--- config.mk ---
export PLATFORM = sky130hd
export DESIGN_NAME = tlv_response_frame_parser
export DESIGN_NICKNAME = d
export VERILOG_FILES = /design/src/rtl/tlvfp_pkg.sv /design/src/rtl/tlv_response_frame_parser.sv /design/src/rtl/tlvfp_cfg_regs.sv /design/src/rtl/tlvfp_parser.sv
export SDC_FILE = /design/constraint.sdc
export NUM_CORES = 1
export LEC_CHECK = 0
export BUFFER_PORTS_ARGS = -buffer_cell sky130_fd_sc_hd__buf_2
export CORE_MARGIN = 2
export CORE_UTILIZATION = 30
export CTS_CLUSTER_DIAMETER = 200
export DETAILED_ROUTE_END_ITERATION = 10
export MAX_ROUTING_LAYER = met4
export PLACE_DENSITY = 0.54
export SLEW_MARGIN = 20
export SYNTH_ARGS = -nofsm -noshare
export SYNTH_HDL_FRONTEND = slang
export SYNTH_SLANG_ARGS = --single-unit
--- constraint.sdc ---
create_clock -name aclk -period 6.95 [get_ports aclk]
set_input_delay 1.39 -clock aclk [delete_from_list [all_inputs] [get_ports aclk]]
set_output_delay 1.39 -clock aclk [all_outputs]
set_load 0.05 [all_outputs]
--- src/rtl/tlvfp_pkg.sv ---
// ---------------------------------------------------------------------------
// tlvfp_pkg
// Shared types, codes and field lengths of the TLV response frame parser.
// ---------------------------------------------------------------------------
package tlvfp_pkg;

    // Fixed value lengths of the known fields, in bytes
    localparam logic [31:0] RAND_BYTES      = 32'd16;
    localparam logic [31:0] AUTN_BYTES      = 32'd16;
    localparam logic [31:0] XRES_STAR_BYTES = 32'd16;
    localparam logic [31:0] KAUSF_BYTES     = 32'd32;
    localparam logic [31:0] SQN_MS_BYTES    = 32'd6;

    localparam int unsigned NUM_FIELDS = 5;

    // Header layout
    localparam logic [31:0] MAGIC_BYTES = 32'd4;
    localparam logic [31:0] VERSION_POS = 32'd4;
    localparam logic [31:0] TOTAL_POS   = 32'd8;
    localparam logic [31:0] HDR_BYTES   = 32'd12;
    localparam logic [31:0] COUNT_MAX   = 32'hFFFF_FFFF;

    // TLV walk phases
    localparam logic [2:0] PH_TAG_HI = 3'd0;
    localparam logic [2:0] PH_TAG_LO = 3'd1;
    localparam logic [2:0] PH_LEN_0  = 3'd2;
    localparam logic [2:0] PH_LEN_1  = 3'd3;
    localparam logic [2:0] PH_LEN_2  = 3'd4;
    localparam logic [2:0] PH_LEN_3  = 3'd5;
    localparam logic [2:0] PH_VALUE  = 3'd6;
    localparam logic [2:0] PH_HALT   = 3'd7;

    // Error codes
    localparam logic [2:0] ERR_NONE    = 3'd0;
    localparam logic [2:0] ERR_SHORT   = 3'd1;
    localparam logic [2:0] ERR_MAGIC   = 3'd2;
    localparam logic [2:0] ERR_VERSION = 3'd3;
    localparam logic [2:0] ERR_TOTAL   = 3'd4;
    localparam logic [2:0] ERR_TRUNC   = 3'd5;
    localparam logic [2:0] ERR_FLEN    = 3'd6;
    localparam logic [2:0] ERR_OVF     = 3'd7;

    // Configuration register indexes
    localparam logic [2:0] REG_MAGIC     = 3'd0;
    localparam logic [2:0] REG_VERSION   = 3'd1;
    localparam logic [2:0] REG_TAG_RAND  = 3'd2;
    localparam logic [2:0] REG_TAG_AUTN  = 3'd3;
    localparam logic [2:0] REG_TAG_XRES  = 3'd4;
    localparam logic [2:0] REG_TAG_KAUSF = 3'd5;
    localparam logic [2:0] REG_TAG_SQN   = 3'd6;

    // Field ids
    localparam logic [2:0] FLD_RAND  = 3'd0;
    localparam logic [2:0] FLD_AUTN  = 3'd1;
    localparam logic [2:0] FLD_XRES  = 3'd2;
    localparam logic [2:0] FLD_KAUSF = 3'd3;
    localparam logic [2:0] FLD_SQN   = 3'd4;

    typedef struct packed {
        logic [31:0]                 magic_word;
        logic [7:0]                  version_byte;
        logic [NUM_FIELDS-1:0][15:0] tag;        // indexed by field id
    } cfg_t;

    typedef struct packed {
        logic       capture_valid;
        logic [2:0] capture_field;
        logic [4:0] capture_index;
        logic [7:0] capture_byte;
        logic       frame_done;
        logic [4:0] present_mask;
        logic [2:0] error_code;
    } result_t;

    function automatic logic [31:0] field_len(input logic [2:0] fid);
        logic [31:0] len;
        len = 32'd0;
        unique case (fid)
            FLD_RAND:  len = RAND_BYTES;
            FLD_AUTN:  len = AUTN_BYTES;
            FLD_XRES:  len = XRES_STAR_BYTES;
            FLD_KAUSF: len = KAUSF_BYTES;
            FLD_SQN:   len = SQN_MS_BYTES;
            default:   len = 32'd0;
        endcase
        return len;
    endfunction

endpackage

--- src/rtl/tlv_response_frame_parser.sv ---
// ---------------------------------------------------------------------------
// tlv_response_frame_parser
// Byte-stream parser for TLV response frames with header checks and capture.
// ---------------------------------------------------------------------------
// Path: an accepted input byte passes the input register, then the result
//   register, before its result shows on m_tvalid.
// Throughput: one byte per cycle while the sink takes results; set by the
//   state update in the parser between the two registers.
// Reset: aresetn low synchronously empties both registers, clears all frame
//   state and sets every configuration register to zero.
// ---------------------------------------------------------------------------
module tlv_response_frame_parser (
    input  logic        aclk,
    input  logic        aresetn,
    // Frame bytes in
    input  logic        s_tvalid,
    output logic        s_tready,
    input  logic [7:0]  s_tdata,    // [7:0] data_byte
    input  logic        s_tlast,    // last_byte
    // Results out
    output logic        m_tvalid,
    input  logic        m_tready,
    output logic [23:0] m_tdata,    // [2:0] capture_field, [7:3] capture_index,
                                    // [15:8] capture_byte, [20:16] present_mask,
                                    // [23:21] error_code
    output logic        m_tuser,    // capture_valid
    output logic        m_tlast,    // frame_done
    // Configuration writes
    input  logic        cfg_valid,
    output logic        cfg_ready,
    input  logic [2:0]  cfg_index,
    input  logic [31:0] cfg_data
);

    tlvfp_pkg::cfg_t    cfg;
    tlvfp_pkg::result_t res_comb;
    tlvfp_pkg::result_t res_reg;

    logic       in_valid_reg;
    logic [7:0] in_byte_reg;
    logic       in_last_reg;
    logic       out_valid_reg;
    logic       advance;

    // Move the held byte through the parser whenever the result register
    // is free or being emptied this cycle.
    assign advance  = in_valid_reg && (!out_valid_reg || m_tready);
    // Take a new request while the input register is empty or empties in the same cycle.
    assign s_tready = !in_valid_reg || advance;

    tlvfp_cfg_regs u_cfg (
        .aclk      (aclk),
        .aresetn   (aresetn),
        .cfg_valid (cfg_valid),
        .cfg_ready (cfg_ready),
        .cfg_index (cfg_index),
        .cfg_data  (cfg_data),
        .cfg       (cfg)
    );

    tlvfp_parser u_parser (
        .aclk      (aclk),
        .aresetn   (aresetn),
        .step      (advance),
        .data_byte (in_byte_reg),
        .last_byte (in_last_reg),
        .cfg       (cfg),
        .result    (res_comb)
    );

    // Input register: hold the byte until the parser takes it
    always_ff @(posedge aclk) begin
        if (!aresetn) begin
            in_valid_reg <= 1'b0;
        end else if (s_tready) begin
            in_valid_reg <= s_tvalid;
        end
    end

    always_ff @(posedge aclk) begin
        if (s_tvalid && s_tready) begin
            in_byte_reg <= s_tdata;
            in_last_reg <= s_tlast;
        end
    end

    // Result register: hold the result until the sink takes it
    always_ff @(posedge aclk) begin
        if (!aresetn) begin
            out_valid_reg <= 1'b0;
        end else if (advance) begin
            out_valid_reg <= 1'b1;
        end else if (m_tready) begin
            out_valid_reg <= 1'b0;
        end
    end

    always_ff @(posedge aclk) begin
        if (advance) begin
            res_reg <= res_comb;
        end
    end

    assign m_tvalid = out_valid_reg;
    assign m_tuser  = res_reg.capture_valid;
    assign m_tlast  = res_reg.frame_done;
    assign m_tdata  = {res_reg.error_code, res_reg.present_mask, res_reg.capture_byte,
                       res_reg.capture_index, res_reg.capture_field};

endmodule

--- src/rtl/tlvfp_cfg_regs.sv ---
// ---------------------------------------------------------------------------
// tlvfp_cfg_regs
// Configuration registers: magic word, version byte and the five tag numbers.
// ---------------------------------------------------------------------------
module tlvfp_cfg_regs (
    input  logic                aclk,
    input  logic                aresetn,
    input  logic                cfg_valid,
    output logic                cfg_ready,
    input  logic [2:0]          cfg_index,
    input  logic [31:0]         cfg_data,
    output tlvfp_pkg::cfg_t     cfg
);

    tlvfp_pkg::cfg_t cfg_reg;

    assign cfg_ready = 1'b1;
    assign cfg       = cfg_reg;

    always_ff @(posedge aclk) begin
        if (!aresetn) begin
            cfg_reg <= '0;
        end else if (cfg_valid) begin
            unique case (cfg_index)
                tlvfp_pkg::REG_MAGIC:     cfg_reg.magic_word   <= cfg_data;
                tlvfp_pkg::REG_VERSION:   cfg_reg.version_byte <= cfg_data[7:0];
                tlvfp_pkg::REG_TAG_RAND:  cfg_reg.tag[tlvfp_pkg::FLD_RAND]  <= cfg_data[15:0];
                tlvfp_pkg::REG_TAG_AUTN:  cfg_reg.tag[tlvfp_pkg::FLD_AUTN]  <= cfg_data[15:0];
                tlvfp_pkg::REG_TAG_XRES:  cfg_reg.tag[tlvfp_pkg::FLD_XRES]  <= cfg_data[15:0];
                tlvfp_pkg::REG_TAG_KAUSF: cfg_reg.tag[tlvfp_pkg::FLD_KAUSF] <= cfg_data[15:0];
                tlvfp_pkg::REG_TAG_SQN:   cfg_reg.tag[tlvfp_pkg::FLD_SQN]   <= cfg_data[15:0];
                default: ;  // index beyond the list: drop the write
            endcase
        end
    end

endmodule

--- src/rtl/tlvfp_parser.sv ---
// ---------------------------------------------------------------------------
// tlvfp_parser
// Per-frame parse state and the single-pass update for one byte.
// ---------------------------------------------------------------------------
module tlvfp_parser (
    input  logic                aclk,
    input  logic                aresetn,
    input  logic                step,
    input  logic [7:0]          data_byte,
    input  logic                last_byte,
    input  tlvfp_pkg::cfg_t     cfg,
    output tlvfp_pkg::result_t  result
);

    logic [31:0] byte_count_reg,      byte_count_next;
    logic [31:0] declared_total_reg,  declared_total_next;
    logic [2:0]  header_error_reg,    header_error_next;
    logic [2:0]  tlv_phase_reg,       tlv_phase_next;
    logic [15:0] current_tag_reg,     current_tag_next;
    logic [31:0] value_remaining_reg, value_remaining_next;
    logic [4:0]  value_index_reg,     value_index_next;
    logic [2:0]  current_field_reg,   current_field_next;
    logic [4:0]  seen_mask_reg,       seen_mask_next;
    logic [2:0]  first_tlv_error_reg, first_tlv_error_next;

    logic [7:0]  magic_want;
    logic [31:0] len_new;
    logic [32:0] pos_after;
    logic [32:0] value_end;
    logic        tag_hit;
    logic [2:0]  tag_fid;
    logic [2:0]  err;

    always_comb begin
        unique case (byte_count_reg[1:0])
            2'd0:    magic_want = cfg.magic_word[31:24];
            2'd1:    magic_want = cfg.magic_word[23:16];
            2'd2:    magic_want = cfg.magic_word[15:8];
            default: magic_want = cfg.magic_word[7:0];
        endcase
    end

    // Completed TLV header: length and end position of its value
    assign len_new   = {value_remaining_reg[23:0], data_byte};
    assign pos_after = {1'b0, byte_count_reg} + 33'd1;
    assign value_end = pos_after + {1'b0, len_new};

    // Lowest field id wins on a tag clash
    always_comb begin
        tag_hit = 1'b0;
        tag_fid = 3'd0;
        for (int f = tlvfp_pkg::NUM_FIELDS - 1; f >= 0; f--) begin
            if (cfg.tag[f] == current_tag_reg) begin
                tag_hit = 1'b1;
                tag_fid = 3'(f);
            end
        end
    end

    always_comb begin
        byte_count_next      = byte_count_reg;
        declared_total_next  = declared_total_reg;
        header_error_next    = header_error_reg;
        tlv_phase_next       = tlv_phase_reg;
        current_tag_next     = current_tag_reg;
        value_remaining_next = value_remaining_reg;
        value_index_next     = value_index_reg;
        current_field_next   = current_field_reg;
        seen_mask_next       = seen_mask_reg;
        first_tlv_error_next = first_tlv_error_reg;
        result               = '0;
        err                  = tlvfp_pkg::ERR_NONE;

        if (byte_count_reg == tlvfp_pkg::COUNT_MAX) begin
            header_error_next = tlvfp_pkg::ERR_OVF;
        end else begin
            if (byte_count_reg < tlvfp_pkg::MAGIC_BYTES) begin
                if (data_byte != magic_want && header_error_reg == tlvfp_pkg::ERR_NONE)
                    header_error_next = tlvfp_pkg::ERR_MAGIC;
            end else if (byte_count_reg == tlvfp_pkg::VERSION_POS) begin
                if (data_byte != cfg.version_byte && header_error_reg == tlvfp_pkg::ERR_NONE)
                    header_error_next = tlvfp_pkg::ERR_VERSION;
            end else if (byte_count_reg >= tlvfp_pkg::TOTAL_POS &&
                         byte_count_reg < tlvfp_pkg::HDR_BYTES) begin
                declared_total_next = {declared_total_reg[23:0], data_byte};
            end else if (byte_count_reg >= tlvfp_pkg::HDR_BYTES) begin
                case (tlv_phase_reg)
                    tlvfp_pkg::PH_TAG_HI: begin
                        current_tag_next = {data_byte, 8'd0};
                        tlv_phase_next   = tlvfp_pkg::PH_TAG_LO;
                    end
                    tlvfp_pkg::PH_TAG_LO: begin
                        current_tag_next     = {current_tag_reg[15:8], data_byte};
                        value_remaining_next = 32'd0;
                        tlv_phase_next       = tlvfp_pkg::PH_LEN_0;
                    end
                    tlvfp_pkg::PH_LEN_0, tlvfp_pkg::PH_LEN_1, tlvfp_pkg::PH_LEN_2: begin
                        value_remaining_next = len_new;
                        tlv_phase_next       = tlv_phase_reg + 3'd1;
                    end
                    tlvfp_pkg::PH_LEN_3: begin
                        value_remaining_next = len_new;
                        if (value_end > {1'b0, declared_total_reg}) begin
                            first_tlv_error_next = tlvfp_pkg::ERR_TRUNC;
                            tlv_phase_next       = tlvfp_pkg::PH_HALT;
                        end else if (tag_hit) begin
                            if (len_new != tlvfp_pkg::field_len(tag_fid)) begin
                                first_tlv_error_next = tlvfp_pkg::ERR_FLEN;
                                tlv_phase_next       = tlvfp_pkg::PH_HALT;
                            end else begin
                                current_field_next = tag_fid + 3'd1;
                                value_index_next   = 5'd0;
                                tlv_phase_next     = tlvfp_pkg::PH_VALUE;
                            end
                        end else begin
                            current_field_next = 3'd0;
                            tlv_phase_next     = (len_new == 32'd0) ? tlvfp_pkg::PH_TAG_HI
                                                                    : tlvfp_pkg::PH_VALUE;
                        end
                    end
                    tlvfp_pkg::PH_VALUE: begin
                        if (current_field_reg != 3'd0 &&
                            header_error_reg == tlvfp_pkg::ERR_NONE &&
                            first_tlv_error_reg == tlvfp_pkg::ERR_NONE) begin
                            result.capture_valid = 1'b1;
                            result.capture_field = current_field_reg - 3'd1;
                            result.capture_index = value_index_reg;
                            result.capture_byte  = data_byte;
                        end
                        value_index_next     = value_index_reg + 5'd1;
                        value_remaining_next = value_remaining_reg - 32'd1;
                        if (value_remaining_reg == 32'd1) begin
                            if (current_field_reg != 3'd0)
                                seen_mask_next = seen_mask_reg |
                                                 (5'b1 << (current_field_reg - 3'd1));
                            current_field_next = 3'd0;
                            tlv_phase_next     = tlvfp_pkg::PH_TAG_HI;
                        end
                    end
                    default: ;  // halted: skip to the end of the frame
                endcase
            end
            byte_count_next = byte_count_reg + 32'd1;
        end

        if (last_byte) begin
            if (header_error_next == tlvfp_pkg::ERR_OVF)
                err = tlvfp_pkg::ERR_OVF;
            else if (byte_count_next < tlvfp_pkg::HDR_BYTES)
                err = tlvfp_pkg::ERR_SHORT;
            else if (header_error_next != tlvfp_pkg::ERR_NONE)
                err = header_error_next;
            else if (declared_total_next != byte_count_next)
                err = tlvfp_pkg::ERR_TOTAL;
            else if (first_tlv_error_next != tlvfp_pkg::ERR_NONE)
                err = first_tlv_error_next;
            else if (tlv_phase_next != tlvfp_pkg::PH_TAG_HI)
                err = tlvfp_pkg::ERR_TRUNC;
            else
                err = tlvfp_pkg::ERR_NONE;

            result.frame_done   = 1'b1;
            result.error_code   = err;
            result.present_mask = (err == tlvfp_pkg::ERR_NONE) ? seen_mask_next : 5'd0;

            // Frame over: drop all per-frame state
            byte_count_next      = 32'd0;
            declared_total_next  = 32'd0;
            header_error_next    = tlvfp_pkg::ERR_NONE;
            tlv_phase_next       = tlvfp_pkg::PH_TAG_HI;
            current_tag_next     = 16'd0;
            value_remaining_next = 32'd0;
            value_index_next     = 5'd0;
            current_field_next   = 3'd0;
            seen_mask_next       = 5'd0;
            first_tlv_error_next = tlvfp_pkg::ERR_NONE;
        end
    end

    always_ff @(posedge aclk) begin
        if (!aresetn) begin
            byte_count_reg      <= 32'd0;
            declared_total_reg  <= 32'd0;
            header_error_reg    <= tlvfp_pkg::ERR_NONE;
            tlv_phase_reg       <= tlvfp_pkg::PH_TAG_HI;
            current_tag_reg     <= 16'd0;
            value_remaining_reg <= 32'd0;
            value_index_reg     <= 5'd0;
            current_field_reg   <= 3'd0;
            seen_mask_reg       <= 5'd0;
            first_tlv_error_reg <= tlvfp_pkg::ERR_NONE;
        end else if (step) begin
            byte_count_reg      <= byte_count_next;
            declared_total_reg  <= declared_total_next;
            header_error_reg    <= header_error_next;
            tlv_phase_reg       <= tlv_phase_next;
            current_tag_reg     <= current_tag_next;
            value_remaining_reg <= value_remaining_next;
            value_index_reg     <= value_index_next;
            current_field_reg   <= current_field_next;
            seen_mask_reg       <= seen_mask_next;
            first_tlv_error_reg <= first_tlv_error_next;
        end
    end

endmodule

# After elaboration in Yosys (flattened, before gate mapping)
# Cells that the tools add are included.
[word_totals]
ff_bits = 291
inputBits = 49
out_inout_bits = 29
wordCells = 247
[classes]
n_addsub = 8
order_cmp = 6
eq_ne = 41
shifts = 1
n_mux = 111
bitwise_logic = 4
reduce_logical = 47
[ops]
columns = ["cell", "count"]
rows = [
  ["$mux W32", 21],
  ["$mux W3", 48],
  ["$mux W16", 6],
  ["$pmux W32 S3", 1],
  ["$mux W5", 19],
  ["$eq A16 B16 Y1", 5],
  ["$ge A32 B4 Y1 const B", 2],
  ["$lt A32 B4 Y1 const B", 2],
  ["$ne A32 B32 Y1", 2],
  ["$add A32 B1 Y33 const B", 1],
  ["$add A33 B32 Y33", 1],
  ["$gt A33 B32 Y1", 1],
  ["$add A32 B1 Y32 const B", 1],
  ["$eq A32 B1 Y1 const B", 1],
  ["$eq A32 B3 Y1 const B", 1],
  ["$eq A32 B32 Y1 const B", 1],
  ["$logic_not A32 Y1", 1],
  ["$lt A32 B3 Y1 const B", 1],
  ["$pmux W16 S2", 1],
  ["$sub A32 B1 Y32 const B", 1],
  ["$eq A3 B3 Y1 const B", 8],
  ["$pmux W8 S3", 1],
  ["$reduce_and A10 Y1", 2],
  ["$eq A3 B2 Y1 const B", 6],
  ["36 further kinds", 84],
]

# Depth between registers and ports, before layout
[logic_depth]
depth_word = 38
depth_mapped = 27
ltp_nobuf = 26

# Modules after synthesis
# From an unflattened synthesis, not the netlist that was laid out.
[hier_totals]
cells_unflattened = 2233
area_unflattened_um2 = 18735.5
[modules_own_cells]
columns = ["module", "instances", "cells_each", "area_each_um2", "seq_area_each_um2"]
rows = [
  ["tlvfp_parser", 1, 1757, 13123.8, 2682.6],
  ["tlvfp_cfg_regs", 1, 432, 4456.8, 2402.3],
  ["tlv_response_frame_parser", 1, 44, 1154.9, 1091.0],
]

# Worst setup path before layout
# Ideal clock, no wire load.
[synth_path]
path_type = "register to register"
start = "register in_byte_reg[0]"
end = "register res_reg (netlist bit m_tdata[16]) (data pin)"
setup_time_ns = 0.272
t_arrival_ns = 5.255
t_required_ns = 6.678
path_slack_ns = 1.422
path_stages_with_launch = 28
path_buffers = 1
period_less_slack_ns = 5.528
cell_sequence = "edfxtp_1 > clkbuf_1 > inv_1 > ha_1 > inv_1 > fa_1 > a211oi_1 > o21ai_0 > a31oi_1 > o21ai_0 > a21oi_1 > o21ai_0 > a21oi_1 > o21bai_1 > a21oi_1 > xnor2_1 > ha_1 > nand2_1 > nor4_1 > and2_1 > nand2_1 > and2_0 > a311oi_1 > and2_0 > nor2_1 > nor4_1 > a211o_1 > nor4_1"
[synth_between]
elab_chain_len = 20
[synth_lines]
columns = ["element", "line_no", "source"]
rows = [
  ["from (decl)", "tlv_response_frame_parser.sv:40", "logic [7:0] in_byte_reg;"],
  ["from (signal assigned)", "tlv_response_frame_parser.sv:82", "in_byte_reg <= s_tdata;"],
  ["branches (longest 16 deep; another with $add A33 B32 Y33)", "-", ""],
  ["$mux W3 (*)", "tlvfp_parser.sv:147", "if (header_error_next == tlvfp_pkg::ERR_OVF)"],
  ["$mux W3 (*)", "tlvfp_parser.sv:146", "if (last_byte) begin"],
  ["$logic_not A3 Y1 (*)", "tlvfp_parser.sv:164", "result.present_mask = (err == tlvfp_pkg::ERR_NONE) ? seen_mask_next : 5'd0;"],
  ["$reduce_and A2 Y1 (no source line) (*)", "-", ""],
  ["to (signal assigned)", "tlv_response_frame_parser.sv:100", "res_reg <= res_comb;"],
  ["to (decl)", "tlv_response_frame_parser.sv:37", "tlvfp_pkg::result_t res_reg;"],
]
# Mark *: on every way between the ends. The select of a mux whose other input is x is not followed.
# A chain may end at the register's enable or synchronous reset.

# Final worst setup path
[layout_path]
start = "register u_parser.byte_count_reg[0]"
end = "register res_reg (netlist bit m_tdata[18]) (data pin)"
[layout_between]
elab_chain_len = 20
[layout_lines]
columns = ["element", "line_no", "source"]
rows = [
  ["from (decl)", "tlvfp_parser.sv:15", "logic [31:0] byte_count_reg, byte_count_next;"],
  ["from (signal assigned)", "tlvfp_parser.sv:193", "byte_count_reg <= byte_count_next;"],
  ["$add A32 B1 Y33", "tlvfp_parser.sv:45", "assign pos_after = {1'b0, byte_count_reg} + 33'd1;"],
  ["$add A33 B32 Y33", "tlvfp_parser.sv:46", "assign value_end = pos_after + {1'b0, len_new};"],
  ["$gt A33 B32 Y1", "tlvfp_parser.sv:103", "if (value_end > {1'b0, declared_total_reg}) begin"],
  ["$mux W3", "tlvfp_parser.sv:103", ""],
  ["$pmux W3 S5", "tlvfp_parser.sv:87", "case (tlv_phase_reg)"],
  ["$mux W3", "tlvfp_parser.sv:86", "end else if (byte_count_reg >= tlvfp_pkg::HDR_BYTES) begin"],
  ["$mux W3", "tlvfp_parser.sv:83", "end else if (byte_count_reg >= tlvfp_pkg::TOTAL_POS &&"],
  ["$mux W3", "tlvfp_parser.sv:80", "end else if (byte_count_reg == tlvfp_pkg::VERSION_POS) begin"],
  ["[4 not listed]", "-", ""],
  ["$mux W3", "tlvfp_parser.sv:155", "else if (first_tlv_error_next != tlvfp_pkg::ERR_NONE)"],
  ["$mux W3", "tlvfp_parser.sv:153", "else if (declared_total_next != byte_count_next)"],
  ["$mux W3", "tlvfp_parser.sv:151", "else if (header_error_next != tlvfp_pkg::ERR_NONE)"],
  ["$mux W3", "tlvfp_parser.sv:149", "else if (byte_count_next < tlvfp_pkg::HDR_BYTES)"],
  ["$mux W3", "tlvfp_parser.sv:147", ""],
  ["$mux W3", "tlvfp_parser.sv:146", ""],
  ["$logic_not A3 Y1", "tlvfp_parser.sv:164", ""],
  ["$reduce_and A2 Y1 (no source line)", "-", ""],
]
# Parallel ways exist; a longest one is shown, timed or not. The select of a mux whose other input is x is not followed.

==> results_dict.tcl <==
set metrics [dict create \
    finalClockSkew_ns 0.0223 \
    rr_startpoint "u_parser.byte_count_reg[0]" \
    fin_util_pct 34.5 \
    cts-root-buf "clkbuf_16" \
    grt_busiest_layer "met2" \
    synth_area_leaders "dfxtp_1, nand2_1, a21oi_1, xnor2_1, ha_1" \
    worst-setup-path-type "flop to flop" \
    vias 17200 \
    syn-cell-area_um2 17800 \
    powerDensity_nw_per_um2 203 \
    fin_crit_sh_pct 92.8 \
    cts-hold-fix-buffers 0 \
    hold_class "flop to flop" \
    vias_per_cell 5.56 \
    yosysMostFrequentCell "nand2_1" \
    start_util_pct 30.3 \
    setup_viol 0 \
    grt_pass1_vias 16400 \
    post_cts_buffers 0 \
    ctsLongestPathBuffers 3 \
    post_dp_cell_area_um2 19000 \
    grt_overflow 0 \
    final_cell_count_no_fill 3101 \
    track_usage_pct 22.2 \
    ys_types 89 \
    core-area_um2 58800 \
    grt_antenna_before_repair 0 \
    maxCapViolations 0 \
    dr.pass1.iters 9 \
    yosys.area.top_type "dfxtp_1" \
    worst_pin_slew_ns 1.05 \
    drcViolationCount 0 \
    fin_crit_ns 6.45 \
    placementRows 89 \
    design_area_um2 20300 \
    hold_violations 0 \
    cts_max_level 2 \
    outcome "complete, no violations" \
    drive_gt1_share_pct 9.02 \
    grt_max_degree 93 \
    r2r-end "m_tdata[18]" \
    synthTopCellsByCount "nand2_1, a21oi_1, dfxtp_1" \
    port_buffers 76 \
    drt_iter0_markers 2001 \
    cp_max_fo 9 \
    wire_per_inst_um 21.4 \
    end_kind "flop" \
    seq_area_frac_synth_pct 34.7 \
    achievable-frequency_mhz 155 \
    hold_ws_ns 0.456 \
    ant_nets 0 \
    die_x_um 248 \
    irDropWorstVdd_uv 168 \
    grtUsageMet2_pct 35.0 \
    cp.required_ns 7.24 \
    cts-resized-gates 0 \
    start_kind "flop" \
    cts_made_buffers 37 \
    place_congestion 1.01 \
    use_met1_pct 29.3 \
    synth_edf_count 35 \
    timing.critical_path.from "u_parser.byte_count_reg[0]" \
    synth.yosys.warnings 0 \
    fin_nets 2438 \
    grt_first_pass_wirelength_mm 101 \
    clock-sinks 291 \
    syn2layout_area_growth_pct 14.0 \
    slew_headroom_pct 29.8 \
    crit_end "m_tdata[18]" \
    largest_register_ffs 120 \
    die_height_um 248 \
    maxSlewViolCount 0 \
    clk_pin_slew_ns 0.07 \
    synth-async-reset-ratio_pct 0 \
    ioPinCount 78 \
    ys.flop_type "dfxtp_1" \
    finalWirelength_mm 66.3 \
    r2r_slack_ns 0.50 \
    dp_hpwl_mm 48.3 \
    clock_latency_ns 0.58 \
    synthCells 2281 \
    power_leakage_nw 7.44 \
    syn_nets 2418 \
    grt_use_met3_pct 2.50 \
    synth-seq-cells 291 \
    antennaDiodeCount 0 \
    dpl.cell_count 3035 \
    setup_tns_ns 0 \
    rsz0062_at_grt "false" \
    avgSynthCellArea_um2 7.81 \
    tritoncts "yes" \
    cp.arrival_ns 6.74 \
    yosysTopAreaCellShare_pct 28.8 \
    ff2ff_path_depth 27 \
    die_area_um2 61300 \
]
-- final cells by class --
cell class / instances / area [um2]
clock buffers: 55 / 1080
well taps: 773 / 967
repair buffers: 125 / 748
multi-input cells: 1779 / 10900
clock inverters: 11 / 213
flip-flops and latches: 291 / 6180
inverters: 67 / 256
fillers: 6231 / 38500
-- layout by cell type, fill, tap and decap left out, types with 14 or more instances in the layout --
cell type,instances
nand2_1,365
buf_2,76
a21oi_1,258
o21ai_0,84
clkbuf_16,39
and4_1,14
a31oi_1,24
a21o_1,26
a22oi_1,59
nor3_1,49
dfxtp_1,256
nand3_1,56
and3_1,19
a222oi_1,21
nand2b_1,14
inv_1,64
nor4_1,40
or3_1,27
buf_4,49
nor2_1,202
xnor2_1,132
ha_1,87
xor2_1,43
edfxtp_1,35
and2_1,27
nand4_1,53
-- through the flow --
| stage | power [mW] | setup WS (ns) |
|---|---|---|
| finish | 4.12 | 0.502 |
| global placement | 2.11 | 0.393 |
| floorplan | 1.98 | 1.42 |
| CTS | 4.17 | 0.250 |
| detailed placement | 2.11 | 0.305 |
| global route | 4.27 | 0.0477 |
-- routing by layer --
| layer | vias up | share of wire (%) |
|---|---|---|
| met5 | - | 0 |
| li1 | 8157 | - |
| met4 | 0 | 3.3 |
| met2 | 625 | 46 |
| met1 | 8336 | 45 |
| met3 | 117 | 5.8 |
-- critical path, stage by stage (launching register included) --
cell and delay [ns]:
dfxtp_1 0.39, inv_1 0.17, ha_1 0.19, inv_1 0.05, fa_1 0.41, a211oi_1 0.33
o21ai_0 0.19, a31oi_1 0.21, o21ai_0 0.22, a21oi_2 0.30, o21ai_0 0.24, a21oi_1 0.27
o21bai_1 0.10, a21oi_1 0.19, xnor2_1 0.09, ha_1 0.29, nand2_1 0.07, nor4_1 0.38
and2_1 0.21, nand2_1 0.08, and2_0 0.17, a311oi_2 0.36, buf_4 0.19, and2_1 0.25
nor2_1 0.15, nor4_1 0.36, a211o_1 0.23, nor4_1 0.07
-- power breakdown --
group	switching, mW	internal [mW]
logic	0.235	0.0953
clock network	0.804	1.24
registers	0.0208	1.73
total	1.06	3.06
-- worst min-delay path by stage --
stage / start / endpoint / cells after the start
after CTS: u_cfg.cfg[110] / u_cfg.cfg[110] / 2
after detailed placement: u_cfg.cfg[94] / u_cfg.cfg[94] / 2
final: u_cfg.cfg[94] / u_cfg.cfg[94] / 2
after global routing: u_cfg.cfg[118] / u_cfg.cfg[118] / 2
after global placement: u_cfg.cfg[96] / u_cfg.cfg[96] / 2
after floorplan: in_last_reg / m_tlast / 0
-- kinds of logic after synthesis --
logic type	after synthesis	share of synthesized area, %
xor+xnor	180	9.24
mux	9	0.513
fa+ha+maj	88	6.23
compound gates	576	20.1
other cells	1	0.0211
flops	291	34.7
buf+inv	211	4.58
simple gates	925	24.6
(Power assumes the default switching activity.)
